## src/sv/priority_task_queue_top_defines.svh

```systemverilog
// assertion macros for the priority task queue
`ifndef PRIORITY_TASK_QUEUE_TOP_DEFINES_SVH
`define PRIORITY_TASK_QUEUE_TOP_DEFINES_SVH

`ifndef SYNTHESIS

// same-cycle implication, checked on every rising clock edge outside reset
`define PTQ_ASSERT_SAME(lbl, ante, cons, msg) \
   lbl: assert property (@(posedge clock) disable iff (reset) (ante) |-> (cons)) \
      else $error(msg);

// next-cycle implication
`define PTQ_ASSERT_NEXT(lbl, ante, cons, msg) \
   lbl: assert property (@(posedge clock) disable iff (reset) (ante) |=> (cons)) \
      else $error(msg);

`else

`define PTQ_ASSERT_SAME(lbl, ante, cons, msg)
`define PTQ_ASSERT_NEXT(lbl, ante, cons, msg)

`endif

`endif

```

## src/sv/ptq_pkg.sv

```systemverilog
// shared types, codes and the entry ordering function of the priority task queue
package ptq_pkg;

   localparam int DEPTH_DEFAULT = 128;

   typedef enum logic {
      OP_INSERT = 1'b0,
      OP_REMOVE = 1'b1
   } op_type;

   typedef enum logic [1:0] {
      ST_INSERTED  = 2'd0,
      ST_REMOVED   = 2'd1,
      ST_UNDERFLOW = 2'd2,
      ST_OVERFLOW  = 2'd3
   } status_type;

   typedef struct packed {
      logic [15:0] tag;
      logic [4:0]  hh;
      logic [5:0]  mm;
      logic [5:0]  ss;
      logic [15:0] pri;
   } entry_type;

   typedef struct packed {
      op_type      op;
      entry_type   entry;
   } req_type;

   typedef struct packed {
      status_type  status;
      entry_type   entry;
      logic [7:0]  occupancy;
   } rsp_type;

   // controller to datapath
   typedef struct packed {
      logic capture;
      logic dispatch;
      logic scan_step;
      logic shift_start;
      logic shift_step;
      logic remove_done;
      logic load_rsp;
   } cmd_type;

   // datapath to controller
   typedef struct packed {
      logic is_insert;
      logic empty;
      logic scan_last;
      logic shift_none;
      logic shift_last;
      logic rsp_free;
   } stat_type;

   // true when c ranks ahead of b: larger priority, then earlier arrival
   function automatic logic better(entry_type c, entry_type b);
      logic earlier;
      earlier = (c.hh != b.hh) ? (c.hh < b.hh) :
                (c.mm != b.mm) ? (c.mm < b.mm) : (c.ss < b.ss);
      return (c.pri > b.pri) || ((c.pri == b.pri) && earlier);
   endfunction

endpackage

```

## src/sv/ptq_ctrl.sv

```systemverilog
// controller state machine of the priority task queue
module ptq_ctrl (
   input  logic              clock,
   input  logic              reset,
   input  logic              req_valid,
   output logic              req_ready,
   input  ptq_pkg::stat_type stat,
   output ptq_pkg::cmd_type  cmd
);

   typedef enum logic [5:0] {
      S_IDLE        = 6'b000001,
      S_DISPATCH    = 6'b000010,
      S_SCAN        = 6'b000100,
      S_SHIFT_START = 6'b001000,
      S_SHIFT       = 6'b010000,
      S_DONE        = 6'b100000
   } state_type;

   state_type state_ff, state_in;

   assign req_ready = (state_ff == S_IDLE);

   always_comb begin
      state_in = state_ff;
      cmd      = '0;
      case (state_ff)
         S_IDLE: begin
            cmd.capture = req_valid;
            if (req_valid) state_in = S_DISPATCH;
         end
         S_DISPATCH: begin
            cmd.dispatch = 1'b1;
            if (stat.is_insert || stat.empty) state_in = S_DONE;
            else state_in = S_SCAN;
         end
         S_SCAN: begin
            cmd.scan_step = 1'b1;
            if (stat.scan_last) state_in = S_SHIFT_START;
         end
         S_SHIFT_START: begin
            cmd.shift_start = 1'b1;
            if (stat.shift_none) begin
               cmd.remove_done = 1'b1;
               state_in        = S_DONE;
            end else begin
               state_in = S_SHIFT;
            end
         end
         S_SHIFT: begin
            cmd.shift_step = 1'b1;
            if (stat.shift_last) begin
               cmd.remove_done = 1'b1;
               state_in        = S_DONE;
            end
         end
         S_DONE: begin
            cmd.load_rsp = stat.rsp_free;
            if (stat.rsp_free) state_in = S_IDLE;
         end
         default: begin
            state_in = S_IDLE;
         end
      endcase
   end

   always_ff @(posedge clock) begin
      if (reset) begin
         state_ff <= S_IDLE;
      end else begin
         state_ff <= state_in;
      end
   end

endmodule

```

## config.mk

```make
export PLATFORM = sky130hd
export DESIGN_NAME = ptq_ctrl
export DESIGN_NICKNAME = d
export VERILOG_FILES = /design/src/sv/priority_task_queue_top_defines.svh /design/src/sv/ptq_pkg.sv /design/src/sv/ptq_ctrl.sv
export SDC_FILE = /design/constraint.sdc
export NUM_CORES = 1
export LEC_CHECK = 0
export BUFFER_PORTS_ARGS = -buffer_cell sky130_fd_sc_hd__clkbuf_2
export CAP_MARGIN = 10
export CORE_AREA = 3 3 40 42
export DETAILED_ROUTE_END_ITERATION = 12
export DIE_AREA = 0 0 43 45
export GPL_ROUTABILITY_DRIVEN = 0
export SLEW_MARGIN = 10
export SYNTH_ARGS = -nofsm -noshare
export SYNTH_HDL_FRONTEND = slang
export SYNTH_SLANG_ARGS = --single-unit
```

## constraint.sdc

```tcl
create_clock -name clock -period 2.56 [get_ports clock]
set_input_delay 0.128 -clock clock [delete_from_list [all_inputs] [get_ports clock]]
set_output_delay 0.128 -clock clock [all_outputs]
set_load 0.02 [all_outputs]
```

### Word level (Yosys, flattened, before mapping)

Cells that the tools add are included.

* output and inout port bits: 8
* register bits after elaboration: 6
* RAM bits: 0
* bits in read-only memories: 0
* logic and storage cells: 29
* memories kept: 0
* bits in latches: 0

* equal/unequal tests: 10
* reductions and logical operators: 2
* multiplexer cells: 16
* bitwise operators: 0
* add/sub/neg operators: 0
* div/mod/pow operators: 0
* $mul: 0
* shift operators: 0
* order comparisons: 0

Operators by type and width (number)
* 6-bit two-way mux: 6
* 6-bit one-hot mux with 6 select lines: 1
* 1-bit two-way mux: 8
* 2-bit inequality test, second input constant: 4
* 6-bit by 1-bit equality test with 1-bit output, second input constant: 1
* 6-bit by 2-bit equality test with 1-bit output, second input constant: 1
* 6-bit by 3-bit equality test with 1-bit output, second input constant: 1
* 6-bit by 4-bit equality test with 1-bit output, second input constant: 1
* 6-bit by 5-bit equality test with 1-bit output, second input constant: 1
* 6-bit equality test, second input constant: 1
* 4-bit AND reduction: 1
* 1-bit one-hot mux with 2 select lines: 1
* 1-bit logical OR: 1

### Longest topological paths before layout

* depth after elaboration: 3
* gate-level depth with buffers: 5
* gate-level depth less buffers: 5

### Worst setup path before layout

Ideal clock, no wire load.

* path kind: register -> output
* start point: register state_ff[0]
* end point: output port cmd[1] (netlist name)
* cell stages (with the launch flop): 4
* data arrival time: 1.919 ns
* data required time: 2.432 ns
* slack: 0.513 ns
* cell sequence: dfxtp_1 > or4_1 > nor3b_1 > a22o_1

RTL lines
* start: declaration: RTL line ptq_ctrl.sv:20 `state_type state_ff, state_in;`
* start signal: assignment: RTL line ptq_ctrl.sv:71 `state_ff <= state_in;`
* end: declaration: RTL line ptq_ctrl.sv:8 `output ptq_pkg::cmd_type cmd`

==> metrics <==
outcome=finished, final reports clean; global route overflow=0; Antenna Nets Post-Route=0; Final nets=71; DRC=0; I/O Buffers=16; Critical Path Sink Type=primary output; Mean Syn Cell Area=9.12 sq um; # IOs=17; critical setup path kind=reg -> out; syn nets=50; Layout area overhead=32.4%; Synth async-reset ratio=0; Sequential Area=120 sq um; worst hold slack=0.118 ns; most common cell in the netlist=dfxtp_1; final hold violations=0; switching share of total power=0.321; Synth top area share=0.321; crit-path cells=or4_1, or3b_2, clkinv_1, a22o_1, clkbuf_2; RSZ-0062 raised after global routing=no; cell taking the most area after synthesis=dfxtp_1; CP Launch Type=flip-flop; worst-path cell with the longest stage delay=or4_1; post-CTS sizing=0; drt via density=5.20; Area contributors post-synth=dfxtp_1 (32%), nor3b_1 (6.0%), or4b_1 (5.4%); Initial DRC Count=5; leakage dissipation=0.216 nW; die footprint=1940 sq um; Most used DFF post-synth=dfxtp_1; Final Cell Area=495 sq um; Total Power=0.000291 W; Net Sw Power=0.0000935 W; clock buffer count from CTS=3; top sig layer=met3; Clock Skew=0.00617 ns; post-synthesis cell count=41; Die W=43 um; Cell variety after synth=27; Clock Latency Late Sink=0.24 ns; final period utilization=0.832; Die Ht=45 um; Power Density=587 nW/um^2; setup TNS=0 ns; WL met1=428 um; worst hold path class=in -> reg; Seq pwr share=0.390; CTS sink cnt=6; part of the Yosys area used for sequential elements=0.321; Total GRT Usage=0.104; first-pass GRT wire length=1.49 mm; Detailed Routing Iterations Pass 1=4; Largest register FFs=6; Final Max Slew Viols=0; Antenna Cells=0; Int Pwr=0.000197 W; worst-margin pin slew=0.435 ns; number of synthesized flops with an enable pin=0; Hold Path Stages=2; Post-synth top cells=dfxtp_1 (6), nor2_1 (3), nor3b_1 (3); # Max-Cap Violations=0; Post-Layout Cell Count=75; WL met3=57 um; clock group share of total power=0.290; filler cell count=140; fmax=469 MHz; Regs by FF count=state_ff (6); Placed Instances=72; crit path DAT=2.00 ns; peak supply drop=0.366 mV; Reg clk slew, reported paths=0.05 ns; crit-path max FO=5; Logic pwr share=0.320; Post-Syn Area=374 sq um; Yosys reg bits=6; Core Region=1280 sq um; reg2reg path depth=4; row cnt=13; starting density of the core=0.291; initial antenna violation count=0; Largest Register=state_ff; via count=390; WL met2=439 um; placed standard-cell area=473 sq um; root buffer cell=clkbuf_4; # setup viols final=0; cts hold-fix bufs=0; CTS tree=done; htree depth=1; min cycle time layout=2.13 ns; Slew HR=0.709; largest net degree at the start of global routing=8; crit-path max cell delay=0.56 ns; post-DP HPWL=785 um; vias in the first global route=349; Worst Path Required=2.43 ns; layout cells sized above 1=0.417; Avg WL per Cell=12.3 um; yosys warns=0; area of the multi-input gates=243 sq um; CTS max path bufs=2; final wirelength=925 um; postcts setup bufs=0
==> path summary, 6_finish.rpt <==
kind,from,slack (ns),end
hold / removal,reset,0.12,state_ff[5]$_SDFFE_PP0P_
setup reg to reg,state_ff[3]$_SDFFE_PP0P_,0.54,state_ff[0]$_SDFFE_PP1P_
setup / recovery,state_ff[0]$_SDFFE_PP1P_,0.43,cmd[1]
hold reg to reg,state_ff[2]$_SDFFE_PP0P_,0.67,state_ff[2]$_SDFFE_PP0P_
==> power groups by stage <==
stage | sequential [W] | combinational (W) | clock (W)
final | 0.000113 | 0.0000932 | 0.0000843
after global routing | 0.000115 | 0.000101 | 0.0000952
after CTS | 0.000113 | 0.0000939 | 0.0000886
after detailed placement | 0.000115 | 0.0000938 | 0
after global placement | 0.000115 | 0.0000936 | 0
after floorplan | 0.000111 | 0.0000669 | 0
==> stage by stage <==
stage | setup WS, ns | utilization
CTS | 0.421 | 0.386
detailed placement | 0.552 | 0.368
floorplan | 0.513 | -
finish | 0.429 | 0.386
global placement | 0.601 | 0.368
global route | 0.318 | 0.386
==> critical path: cells and delay by family, from the launching register on <==
family                 cells  cell delay (ns)
buffers and inverters      2             0.25
DFF                        1             0.34
AOI/OAI and AO/OA          1             0.11
and+or+nand+nor            2             1.06
==> kinds of logic (layout without fill, tap and decap cells) <==
logic type             Yosys count  in the layout  synth area share
AO/OA/AOI/OAI                    8              8             0.177
flip-flops                       6              6             0.321
AND/OR/NAND/NOR                 23             23             0.448
XOR/XNOR                         1              1            0.0234
buffers and inverters            3             22            0.0301
==> cell usage in the layout (no fill, tap or decap) <==
master     Yosys  routed
clkbuf_2       0      16
dfxtp_1        6       6
nor3b_1        3       3
nor2_1         3       3
clkbuf_4       0       3
or4_1          2       2
inv_1          2       2
or4b_1         2       2
nand2_1        2       2
a21oi_1        2       2
or3b_2         1       1
clkinv_1       1       1
or4_4          1       1
or3b_4         1       1
a22o_1         1       1
nand3b_1       1       1
and2_1         1       1
or4b_4         1       1
o2111ai_1      1       1
or2_2          1       1
a21boi_1       1       1
a221oi_2       1       1
nor3_1         1       1
xor2_1         1       1
nor4_1         1       1
nand4b_1       1       1
o221ai_1       1       1
o21a_1         1       1
and3_1         1       1
==> cell type report <==
class                   instances  area share
clock buffers                   3      0.0455
inverters                       3      0.0227
multi-input cells              32       0.490
flip-flops and latches          6       0.242
well taps                      15      0.0379
repair buffers                 16       0.162
==> layer usage <==
layer | vias up | GRT usage
met5 | - | 0
met3 | 0 | 0.0518
met4 | 0 | 0.0181
met1 | 178 | 0.132
met2 | 9 | 0.162
li1 | 203 | -
No activity file was read; power rests on OpenSTA's default activity.
